<file path="config.mk">
export PLATFORM = sky130hd
export DESIGN_NAME = circle_rasterizer_unit
export DESIGN_NICKNAME = d
export VERILOG_FILES = /design/src/rtl/crz_pkg.sv /design/src/rtl/crz_point_gen.sv /design/src/rtl/circle_rasterizer_unit.sv
export VERILOG_INCLUDE_DIRS = /design/src /design/src/rtl
export SDC_FILE = /design/constraint.sdc
export NUM_CORES = 1
export LEC_CHECK = 0
export ABC_CLOCK_PERIOD_IN_PS = 5000
export BUFFER_PORTS_ARGS = -buffer_cell sky130_fd_sc_hd__buf_2
export CAP_MARGIN = 40
export CORE_UTILIZATION = 56
export DETAILED_ROUTE_END_ITERATION = 10
export PLACE_DENSITY = 0.83
export SYNTH_ARGS = -nofsm -noshare
export SYNTH_HDL_FRONTEND = slang
export SYNTH_HIERARCHICAL = 1
export SYNTH_SLANG_ARGS = --single-unit
export TNS_END_PERCENT = 10
</file>
<file path="constraint.sdc">
create_clock -name clk_i -period 5 [get_ports clk_i]
set_input_delay 0 -clock clk_i [delete_from_list [all_inputs] [get_ports clk_i]]
set_output_delay 0 -clock clk_i [all_outputs]
set_load 0.05 [all_outputs]
</file>
<file path="src/rtl/circle_rasterizer_unit_assert.svh">
// Assertion macros used by the circle rasterizer point generator.
`ifndef CIRCLE_RASTERIZER_UNIT_ASSERT_SVH
`define CIRCLE_RASTERIZER_UNIT_ASSERT_SVH

// Clocked on clk_i, off while rst_ni is low.
`define CRZ_ASSERT(lbl, prop) \
  lbl: assert property (@(posedge clk_i) disable iff (!rst_ni) prop) \
    else $error("%m: assertion failed");

// Same, with a caller-supplied message.
`define CRZ_ASSERT_MSG(lbl, prop, msg) \
  lbl: assert property (@(posedge clk_i) disable iff (!rst_ni) prop) \
    else $error(msg);

`endif

</file>
<file path="src/rtl/crz_pkg.sv">
// Package: constants, types and helpers for the circle rasterizer.
`default_nettype none

package crz_pkg;

  localparam int CoordBitsDef = 12;
  localparam int RadiusBits   = 11;
  localparam int ScreenBits   = 14;
  localparam int OriginBits   = 12;
  localparam int WinBits      = 13;
  localparam int XBits        = 12;
  localparam int YBits        = 13;
  localparam int ErrBits      = 16;
  localparam int ErrExtBits   = 18;
  localparam int PaddrBits    = 4;
  localparam int DataBits     = 32;
  localparam int OctBits      = 3;

  localparam logic [OriginBits-1:0] OriginXRst = 12'd500;
  localparam logic [OriginBits-1:0] OriginYRst = 12'd250;
  localparam logic [WinBits-1:0]    WinWRst    = 13'd1000;
  localparam logic [WinBits-1:0]    WinHRst    = 13'd500;

  localparam logic [OctBits-1:0] OctLast = 3'd7;

  localparam logic ActStart = 1'b0;
  localparam logic ActStep  = 1'b1;

  typedef enum logic [1:0] {
    RegOriginX = 2'd0,
    RegOriginY = 2'd1,
    RegWinW    = 2'd2,
    RegWinH    = 2'd3
  } crz_reg_e;

  // One Bresenham position handed to the point generator.
  typedef struct packed {
    logic [RadiusBits-1:0] x;
    logic [RadiusBits-1:0] y;
    logic                  done;
  } crz_step_t;

  // Width of screen sums before truncation: center + offset + origin.
  function automatic int crz_sum_width(input int coord_bits);
    return ((coord_bits > 13) ? coord_bits : 13) + 3;
  endfunction

endpackage

`default_nettype wire

</file>
<file path="src/rtl/crz_point_gen.sv">
// Point generator: expands one circle position into its eight screen points.
`default_nettype none
`include "circle_rasterizer_unit_assert.svh"

module crz_point_gen #(
  parameter int COORD_BITS = crz_pkg::CoordBitsDef,
  parameter int SUM_W      = crz_pkg::crz_sum_width(COORD_BITS)
) (
  input  logic                                  clk_i,
  input  logic                                  rst_ni,
  input  logic                                  load_i,
  input  crz_pkg::crz_step_t                    step_i,
  input  logic signed [SUM_W-1:0]               base_x_i,
  input  logic signed [SUM_W-1:0]               base_y_i,
  input  logic [crz_pkg::WinBits-1:0]           win_w_i,
  input  logic [crz_pkg::WinBits-1:0]           win_h_i,
  output logic                                  ready_o,
  output logic                                  out_valid_o,
  input  logic                                  out_stall_i,
  output logic signed [crz_pkg::ScreenBits-1:0] screen_x_o,
  output logic signed [crz_pkg::ScreenBits-1:0] screen_y_o,
  output logic                                  in_window_o,
  output logic [crz_pkg::OctBits-1:0]           octant_o,
  output logic                                  last_o,
  output logic                                  circle_done_o
);
  import crz_pkg::*;

  logic                   gen_q, gen_d;
  logic [OctBits-1:0]     cnt_q, cnt_d;
  crz_step_t              step_q;
  logic signed [SUM_W-1:0] bx_q, by_q;

  logic                   out_valid_q, out_valid_d;
  logic signed [ScreenBits-1:0] screen_x_q, screen_y_q;
  logic                   in_window_q, last_q, circle_done_q;
  logic [OctBits-1:0]     octant_q;

  logic                   adv, fin;
  logic [RadiusBits-1:0]  ax, ay;
  logic signed [SUM_W-1:0] axe, aye, sx, sy, ww_e, wh_e;
  logic                   inw;

  assign adv = gen_q && (!out_valid_q || !out_stall_i);
  assign fin = adv && (cnt_q == OctLast);
  assign ready_o = !gen_q || fin;

  // bit 0 swaps x/y, bit 1 mirrors the column, bit 2 mirrors the row
  always_comb begin
    ax   = cnt_q[0] ? step_q.y : step_q.x;
    ay   = cnt_q[0] ? step_q.x : step_q.y;
    axe  = $signed(SUM_W'(ax));
    aye  = $signed(SUM_W'(ay));
    sx   = cnt_q[1] ? (bx_q - axe) : (bx_q + axe);
    sy   = cnt_q[2] ? (by_q + aye) : (by_q - aye);
    ww_e = $signed(SUM_W'(win_w_i));
    wh_e = $signed(SUM_W'(win_h_i));
    inw  = !sx[SUM_W-1] && !sy[SUM_W-1] && (sx < ww_e) && (sy < wh_e);
  end

  always_comb begin
    gen_d = gen_q;
    cnt_d = cnt_q;
    if (load_i) begin
      gen_d = 1'b1;
      cnt_d = '0;
    end else if (adv) begin
      cnt_d = cnt_q + 1'b1;
      if (fin) gen_d = 1'b0;
    end
    out_valid_d = out_valid_q;
    if (adv) begin
      out_valid_d = 1'b1;
    end else if (!out_stall_i) begin
      out_valid_d = 1'b0;
    end
  end

  always_ff @(posedge clk_i or negedge rst_ni) begin
    if (!rst_ni) begin
      gen_q       <= 1'b0;
      cnt_q       <= '0;
      out_valid_q <= 1'b0;
    end else begin
      gen_q       <= gen_d;
      cnt_q       <= cnt_d;
      out_valid_q <= out_valid_d;
    end
  end

  always_ff @(posedge clk_i) begin
    if (load_i) begin
      step_q <= step_i;
      bx_q   <= base_x_i;
      by_q   <= base_y_i;
    end
    if (adv) begin
      screen_x_q    <= sx[ScreenBits-1:0];
      screen_y_q    <= sy[ScreenBits-1:0];
      in_window_q   <= inw;
      octant_q      <= cnt_q;
      last_q        <= (cnt_q == OctLast);
      circle_done_q <= (cnt_q == OctLast) && step_q.done;
    end
  end

  assign out_valid_o   = out_valid_q;
  assign screen_x_o    = screen_x_q;
  assign screen_y_o    = screen_y_q;
  assign in_window_o   = in_window_q;
  assign octant_o      = octant_q;
  assign last_o        = last_q;
  assign circle_done_o = circle_done_q;

  `CRZ_ASSERT_MSG(a_load_when_free, load_i |-> (!gen_q || fin), "load while points pending")
  `CRZ_ASSERT(a_done_on_last, (out_valid_q && circle_done_q) |-> last_q)
  `CRZ_ASSERT(a_last_is_oct7, out_valid_q |-> (last_q == (octant_q == OctLast)))
  `CRZ_ASSERT(a_out_from_gen, $rose(out_valid_q) |-> $past(gen_q))

endmodule

`default_nettype wire

</file>
<file path="src/rtl/circle_rasterizer_unit.sv">
// An accepted step is loaded into the point generator's step register; its points then
// leave the single-point output register one point per cycle, eight in all, while the
// output is not stalled; the next step is taken as the last of them is registered;
// start transactions and steps that emit nothing are taken one per cycle when not busy.
// Reset (rst_ni low, async): no circle active, output empty, config at reset values.
`default_nettype none

module circle_rasterizer_unit #(
  parameter int COORD_BITS = crz_pkg::CoordBitsDef
) (
  input  logic                                  clk_i,
  input  logic                                  rst_ni,
  input  logic                                  in_valid_i,
  output logic                                  in_stall_o,
  input  logic                                  action_i,
  input  logic signed [COORD_BITS-1:0]          center_x_i,
  input  logic signed [COORD_BITS-1:0]          center_y_i,
  input  logic [crz_pkg::RadiusBits-1:0]        radius_i,
  output logic                                  out_valid_o,
  input  logic                                  out_stall_i,
  output logic signed [crz_pkg::ScreenBits-1:0] screen_x_o,
  output logic signed [crz_pkg::ScreenBits-1:0] screen_y_o,
  output logic                                  in_window_o,
  output logic [crz_pkg::OctBits-1:0]           octant_o,
  output logic                                  last_o,
  output logic                                  circle_done_o,
  input  logic                                  psel,
  input  logic                                  penable,
  input  logic                                  pwrite,
  input  logic [crz_pkg::PaddrBits-1:0]         paddr,
  input  logic [crz_pkg::DataBits-1:0]          pwdata,
  output logic [crz_pkg::DataBits-1:0]          prdata,
  output logic                                  pready
);
  import crz_pkg::*;

  localparam int SumW = crz_sum_width(COORD_BITS);

  // configuration
  logic [OriginBits-1:0] origin_x_q, origin_y_q;
  logic [WinBits-1:0]    win_w_q, win_h_q;
  logic                  cfg_we;
  crz_reg_e              reg_sel;

  // walk state
  logic                         active_q, active_d;
  logic signed [COORD_BITS-1:0] cx_q, cx_d, cy_q, cy_d;
  logic [XBits-1:0]             x_q, x_d;
  logic signed [YBits-1:0]      y_q, y_d;
  logic signed [ErrBits-1:0]    err_q, err_d;

  logic                         in_acc, gen_ready, step_go, is_step;
  logic signed [ErrExtBits-1:0] xe, ye, de, dy_sum, dx_diff, nd_h, nd_v, nd_d;
  logic                         move_h, move_v, y_ge_x, done;
  logic [XBits-1:0]             nx;
  logic signed [YBits-1:0]      ny;
  logic signed [ErrBits-1:0]    nd;
  logic signed [SumW-1:0]       base_x, base_y;
  crz_step_t                    step;

  assign pready  = 1'b1;
  assign cfg_we  = psel && penable && pwrite;
  assign reg_sel = crz_reg_e'(paddr[PaddrBits-1:2]);

  always_ff @(posedge clk_i or negedge rst_ni) begin
    if (!rst_ni) begin
      origin_x_q <= OriginXRst;
      origin_y_q <= OriginYRst;
      win_w_q    <= WinWRst;
      win_h_q    <= WinHRst;
    end else if (cfg_we) begin
      case (reg_sel)
        RegOriginX: origin_x_q <= pwdata[OriginBits-1:0];
        RegOriginY: origin_y_q <= pwdata[OriginBits-1:0];
        RegWinW:    win_w_q    <= pwdata[WinBits-1:0];
        RegWinH:    win_h_q    <= pwdata[WinBits-1:0];
        default: ;
      endcase
    end
  end

  always_comb begin
    case (reg_sel)
      RegOriginX: prdata = DataBits'(origin_x_q);
      RegOriginY: prdata = DataBits'(origin_y_q);
      RegWinW:    prdata = DataBits'(win_w_q);
      RegWinH:    prdata = DataBits'(win_h_q);
      default:    prdata = '0;
    endcase
  end

  assign in_stall_o = !gen_ready;
  assign in_acc     = in_valid_i && !in_stall_o;
  assign is_step    = (action_i == ActStep);
  assign y_ge_x     = (y_q >= $signed({1'b0, x_q}));
  assign step_go    = in_acc && is_step && active_q && y_ge_x;

  // three-way midpoint update; 2d+2y-1<=0 reduces to d+y<=0, 2d-2x-1<=0 to d-x<=0
  always_comb begin
    xe      = $signed({{(ErrExtBits-XBits){1'b0}}, x_q});
    ye      = $signed({{(ErrExtBits-YBits){y_q[YBits-1]}}, y_q});
    de      = $signed({{(ErrExtBits-ErrBits){err_q[ErrBits-1]}}, err_q});
    dy_sum  = de + ye;
    dx_diff = de - xe;
    nd_h    = ErrExtBits'(de + (xe <<< 1) + 3);
    nd_v    = ErrExtBits'(de - (ye <<< 1) + 3);
    nd_d    = ErrExtBits'(de + (xe <<< 1) - (ye <<< 1) + 6);
    move_h  = err_q[ErrBits-1] && (dy_sum <= 0);
    move_v  = !err_q[ErrBits-1] && (err_q != 0) && (dx_diff > 0);
    nx      = move_v ? x_q : x_q + 1'b1;
    ny      = move_h ? y_q : y_q - YBits'(1);
    if (move_h) begin
      nd = nd_h[ErrBits-1:0];
    end else if (move_v) begin
      nd = nd_v[ErrBits-1:0];
    end else begin
      nd = nd_d[ErrBits-1:0];
    end
    done = (ny < $signed({1'b0, nx}));
  end

  always_comb begin
    active_d = active_q;
    cx_d     = cx_q;
    cy_d     = cy_q;
    x_d      = x_q;
    y_d      = y_q;
    err_d    = err_q;
    if (in_acc && !is_step) begin
      active_d = 1'b1;
      cx_d     = center_x_i;
      cy_d     = center_y_i;
      x_d      = '0;
      y_d      = $signed({2'b00, radius_i});
      err_d    = $signed(ErrBits'(2) - {4'b0000, radius_i, 1'b0});
    end else if (step_go) begin
      x_d   = nx;
      y_d   = ny;
      err_d = nd;
      if (done) active_d = 1'b0;
    end else if (in_acc) begin
      active_d = 1'b0;
    end
  end

  always_ff @(posedge clk_i or negedge rst_ni) begin
    if (!rst_ni) begin
      active_q <= 1'b0;
      cx_q     <= '0;
      cy_q     <= '0;
      x_q      <= '0;
      y_q      <= '0;
      err_q    <= '0;
    end else begin
      active_q <= active_d;
      cx_q     <= cx_d;
      cy_q     <= cy_d;
      x_q      <= x_d;
      y_q      <= y_d;
      err_q    <= err_d;
    end
  end

  // screen bases: column = cx + origin_x, row = origin_y - cy
  always_comb begin
    base_x = $signed({{(SumW-COORD_BITS){cx_q[COORD_BITS-1]}}, cx_q})
           + $signed(SumW'(origin_x_q));
    base_y = $signed(SumW'(origin_y_q))
           - $signed({{(SumW-COORD_BITS){cy_q[COORD_BITS-1]}}, cy_q});
    step.x    = x_q[RadiusBits-1:0];
    step.y    = y_q[RadiusBits-1:0];
    step.done = done;
  end

  crz_point_gen #(
    .COORD_BITS (COORD_BITS),
    .SUM_W      (SumW)
  ) u_point_gen (
    .clk_i         (clk_i),
    .rst_ni        (rst_ni),
    .load_i        (step_go),
    .step_i        (step),
    .base_x_i      (base_x),
    .base_y_i      (base_y),
    .win_w_i       (win_w_q),
    .win_h_i       (win_h_q),
    .ready_o       (gen_ready),
    .out_valid_o   (out_valid_o),
    .out_stall_i   (out_stall_i),
    .screen_x_o    (screen_x_o),
    .screen_y_o    (screen_y_o),
    .in_window_o   (in_window_o),
    .octant_o      (octant_o),
    .last_o        (last_o),
    .circle_done_o (circle_done_o)
  );

endmodule

`default_nettype wire

</file>
==> results.md <==
Layout:
- 0 antenna diodes ended up in the layout.
- In the final layout, the multi-input gates occupy roughly 0.011 mm^2.
- The sequential standard cell area is between 0.005 and 0.006 mm^2.
- At the end of the flow, the number of nets in the layout was between 2000 and 2500.
- The number of standard cells in the final layout excluding fillers is roughly 2500.
- The post-route netlist has 22.2% of its cells at a drive strength greater than 1.
- The layout filler cell count is around 2200.
- The synthesis-to-finish area growth is 20.1%.

Placed design:
- The count of placed standard cells including taps is approximately 2400.
- The count of buffers added on input and output ports is 106.
- The congestion estimate from routability-driven global placement came to between 0.9 and 1.
- The post-place setup slack is -119 ps.
- The placed wire-length estimate is 39100 um.

Route:
- The post-detailed-route DRC marker count is 0.
- Summed over all layers, the routed wires come to roughly 55000 um.
- In the routed layout, each cell is associated on average with a via count of between 6 and 7.
- The count of vias placed by the detailed router is roughly 16000.
- The detailed router finished its first iteration with about 1700 violations.
- The remaining number of nets flagged by the antenna check after routing is 0.
- The iteration count of the initial detailed-routing pass is 6.
- The per-cell routed wire length is roughly 22 um.

Yosys:
- The number of register bits inferred by synthesis is 210.
- By area the synthesized netlist is led by sky130_fd_sc_hd__edfxtp_1 15%, sky130_fd_sc_hd__ha_1 15%, sky130_fd_sc_hd__dfrtp_1 14%.
- Counting every instance in the synthesized netlist gives 1842.
- The number of unique standard cell types used by synthesis is about 100.
- Each instance of the synthesized netlist takes up on average 9.45 um^2.
- In this run, synthesis inferred 89 flip-flops with an integrated enable.
- The fraction of the yosys area taken by sequential cells is approximately a third.
- The area share of the largest cell type after synthesis is 15.4%.
- In the post-synthesis netlist, the cell with the most instances is sky130_fd_sc_hd__ha_1.
- The number of warnings reported in the yosys synthesis log is 6.
- The proportion of register bits with asynchronous set or reset after synthesis is between 50% and 60%.
- Ranked by instance count, the synthesized netlist is headed by 205 x sky130_fd_sc_hd__ha_1, 142 x sky130_fd_sc_hd__nor2_1, 140 x sky130_fd_sc_hd__nand2_1.
- The most common flop cell mapped by yosys is sky130_fd_sc_hd__dfrtp_1.
- The summed instance area of the synthesized netlist is around 0.017 mm^2.
- The largest total area in the synthesized netlist belongs to sky130_fd_sc_hd__edfxtp_1.

Clock tree:
- The clock buffer count from CTS is 23.
- The insertion delay to the later sink of the worst-skew pair is 530 ps.
- For this design, the sink count on the clock tree is between 200 and 250.
- Clock-pin slew was measured on the worst setup and hold paths at 60 ps.
- The clock root buffer is sky130_fd_sc_hd__clkbuf_16.
- The maximum clock insertion buffer count is 3.
- The clock tree from TritonCTS is yes.
- In this run the number of H-tree levels came out at 1.

STA:
- The actual slew at the worst max-slew pin is about 830 ps.
- The headroom to the max-slew limit is between 40 and 50%.
- The count of endpoints failing hold in the final timing report is 0.
- The setup slack of the critical path after layout is approximately 34 ps.
- The count of final max-slew check failures was 0.
- Hold timing on the final database bottoms out at a slack of 108 ps.
- The time the worst path needs with I/O delays and setup is a little under 5000 ps.
- Setup violations remaining at the end of the flow were counted as 0.
- Setup repair after global routing could not meet its margin everywhere.
- The share of the clock period used by the worst path after layout is between 90% and 100%.
- The maximum frequency from static timing analysis is between 200 and 250 MHz.
- For the final database, setup skew stands at 28.9 ps.

Min path:
- The path type of the worst min-delay path is input pin to register.

Die:
- The die boundary width is 178 um.
- The floorplan has 64 rows.
- The die covers approximately 0.032 mm^2.
- The initial utilization of the core area, before any placement, comes to between 50% and 60%.
- The number of I/O pins is between 100 and 150.
- The die is roughly 180 um tall.
- The standard cell core area is just over 0.03 mm^2.

Critical path:
- The critical path required time is 5340 ps.
- The maximum fanout count along the critical path is 8.
- STA classifies the critical path startpoint as a register.
- The critical path arrival is 5310 ps.
- The worst reg-to-reg setup slack is about 34 ps.
- The setup path with the least slack is of type register to register.
- The endpoint kind of the worst setup timing path is a register.

Global routing:
- Summed over all layers, the global routing overflow is 0.
- The all-layer global routing usage is 33.6%.
- The wire length of the first global-routing pass is approximately 83000 um.
- The number of antenna violations at the first check in global routing was 2.
- The number of global-route vias before repair is around 15000.
- The maximum number of pins on one net before global-route repair is slightly below 70.

Outcome:
- The flow ran to the end, and the final reports show no timing, DRC or antenna violations.

Flow run:
- The count of maximum capacitance violations is 0.
==> final cells by class <==
cell class                      count  share of cell area, %
Tap cell                          396                   2.37
Sequential cell                   210                   27.4
Timing Repair Buffer              278                   9.58
Clock buffer                       29                   2.96
Inverter                          137                   2.46
Multi-Input combinational cell   1442                   54.5
Clock inverter                     13                  0.706
==> per-layer routing <==
metal	global-route usage [%]	vias up	routed length, um
met5	0	-	33
met4	13.9	4	2770
met3	6.22	226	5500
met2	53.8	913	24900
met1	44.7	7616	21900
li1	-	7159	-
==> worst paths after layout <==
check                                            startpoint                                   to  depth (start not counted)
max reg2reg                u_point_gen/cnt_q[0]$_DFFE_PN0P_    u_point_gen/in_window_o$_DFFE_PP_                         20
max in group asynchronous                            rst_ni               win_h_q[3]$_DFFE_PN0P_                          4
min reg2reg                   u_point_gen/gen_q$_DFFE_PN0P_  u_point_gen/out_valid_o$_DFFE_PN0P_                          1
min                                                action_i                   x_q[8]$_DFFE_PN0P_                          5
max                        u_point_gen/cnt_q[0]$_DFFE_PN0P_    u_point_gen/in_window_o$_DFFE_PP_                         20
min in group asynchronous                            rst_ni                  cy_q[1]$_DFFE_PN0P_                          3
==> worst max-delay path, cell delays in order, from the launching register on <==
cell and delay, ps:
sky130_fd_sc_hd__dfrtp_2 420, sky130_fd_sc_hd__buf_12 150, sky130_fd_sc_hd__buf_4 160, sky130_fd_sc_hd__nor4_2 310, sky130_fd_sc_hd__a22oi_2 140, sky130_fd_sc_hd__nor3_1 430
sky130_fd_sc_hd__nor2_1 90, sky130_fd_sc_hd__xor2_1 180, sky130_fd_sc_hd__ha_1 370, sky130_fd_sc_hd__nand3_1 120, sky130_fd_sc_hd__o211ai_1 290, sky130_fd_sc_hd__o21a_1 150
sky130_fd_sc_hd__nor2_1 50, sky130_fd_sc_hd__xnor2_1 180, sky130_fd_sc_hd__ha_1 260, sky130_fd_sc_hd__a2111oi_4 280, sky130_fd_sc_hd__o211ai_1 180, sky130_fd_sc_hd__a2111oi_4 340
sky130_fd_sc_hd__o2111ai_2 170, sky130_fd_sc_hd__a2111o_1 370, sky130_fd_sc_hd__nor4_4 150
==> sequential cells by signal (all words and copies together), names as in the netlist, 12 cells and up <==
name / flops
u_point_gen/step_q: 23
err_q: 16
u_point_gen/bx_q: 16
u_point_gen/by_q: 16
u_point_gen/screen_x_o: 14
u_point_gen/screen_y_o: 14
win_h_q: 13
win_w_q: 13
y_q: 13
cx_q: 12
cy_q: 12
origin_x_q: 12
origin_y_q: 12
x_q: 12
==> cell families (layout without fill, tap and decap cells) <==
family                     after synthesis  count (layout)  share of synthesized area, %
and+or+nand+nor                        504             504                          14.2
DFF                                    210             210                          32.9
other                                    2              20                        0.0432
muxes                                   94              94                          6.64
buffers and inverters                  208             457                          5.08
AOI/OAI and AO/OA                      459             459                          17.7
xor gates and xnor gates               151             151                          7.60
adders and majority gates              214             214                          15.8
==> cell usage in the layout (no fill, tap or decap), types with 9 or more instances in the layout <==
cell and n:
sky130_fd_sc_hd__ha_1 194, sky130_fd_sc_hd__nand2_1 140, sky130_fd_sc_hd__nor2_1 138, sky130_fd_sc_hd__inv_1 134
sky130_fd_sc_hd__buf_4 113, sky130_fd_sc_hd__xnor2_1 106, sky130_fd_sc_hd__buf_2 106, sky130_fd_sc_hd__dfrtp_1 95
sky130_fd_sc_hd__o21ai_0 92, sky130_fd_sc_hd__a21oi_1 92, sky130_fd_sc_hd__edfxtp_1 89, sky130_fd_sc_hd__dlygate4sd3_1 53
sky130_fd_sc_hd__mux2_2 48, sky130_fd_sc_hd__xor2_1 40, sky130_fd_sc_hd__nor3_1 35, sky130_fd_sc_hd__nand3_1 33
sky130_fd_sc_hd__a21o_1 31, sky130_fd_sc_hd__mux2i_1 26, sky130_fd_sc_hd__clkbuf_16 24, sky130_fd_sc_hd__dfstp_2 24
sky130_fd_sc_hd__a211oi_1 23, sky130_fd_sc_hd__nand2b_1 22, sky130_fd_sc_hd__o21a_1 20, sky130_fd_sc_hd__o21ai_1 20
sky130_fd_sc_hd__conb_1 20, sky130_fd_sc_hd__nor2b_1 18, sky130_fd_sc_hd__o211ai_1 15, sky130_fd_sc_hd__nor4_1 13
sky130_fd_sc_hd__a21boi_0 12, sky130_fd_sc_hd__and3_1 12, sky130_fd_sc_hd__mux4_2 12, sky130_fd_sc_hd__a21oi_2 11
sky130_fd_sc_hd__o21bai_1 11, sky130_fd_sc_hd__a31oi_1 9, sky130_fd_sc_hd__or3_1 9, sky130_fd_sc_hd__o31ai_1 9
==> through the flow <==
stage | instance area (um^2) | setup TNS [ps] | util [%]
global placement | 18900 | 0 | 61.9
detailed placement | 19000 | -222 | 62.0
global route | 20900 | -301 | 68.4
finish | 20900 | 0 | 68.4
floorplan | 17500 | 0 | -
CTS | 20400 | -8.41 | 66.7
==> what timing repair did <==
action | CTS | global route
endpoints found under the setup margin | 3 | 8
hold endpoints to repair | 137 | 0
hold buffers | 53 | 0
setup buffers | 7 | 10
resized for setup | 15 | 87
pin swaps | 6 | 48
Power is not shown: default switching activity piles up to over one toggle a cycle in this logic, so the estimate is an artifact.
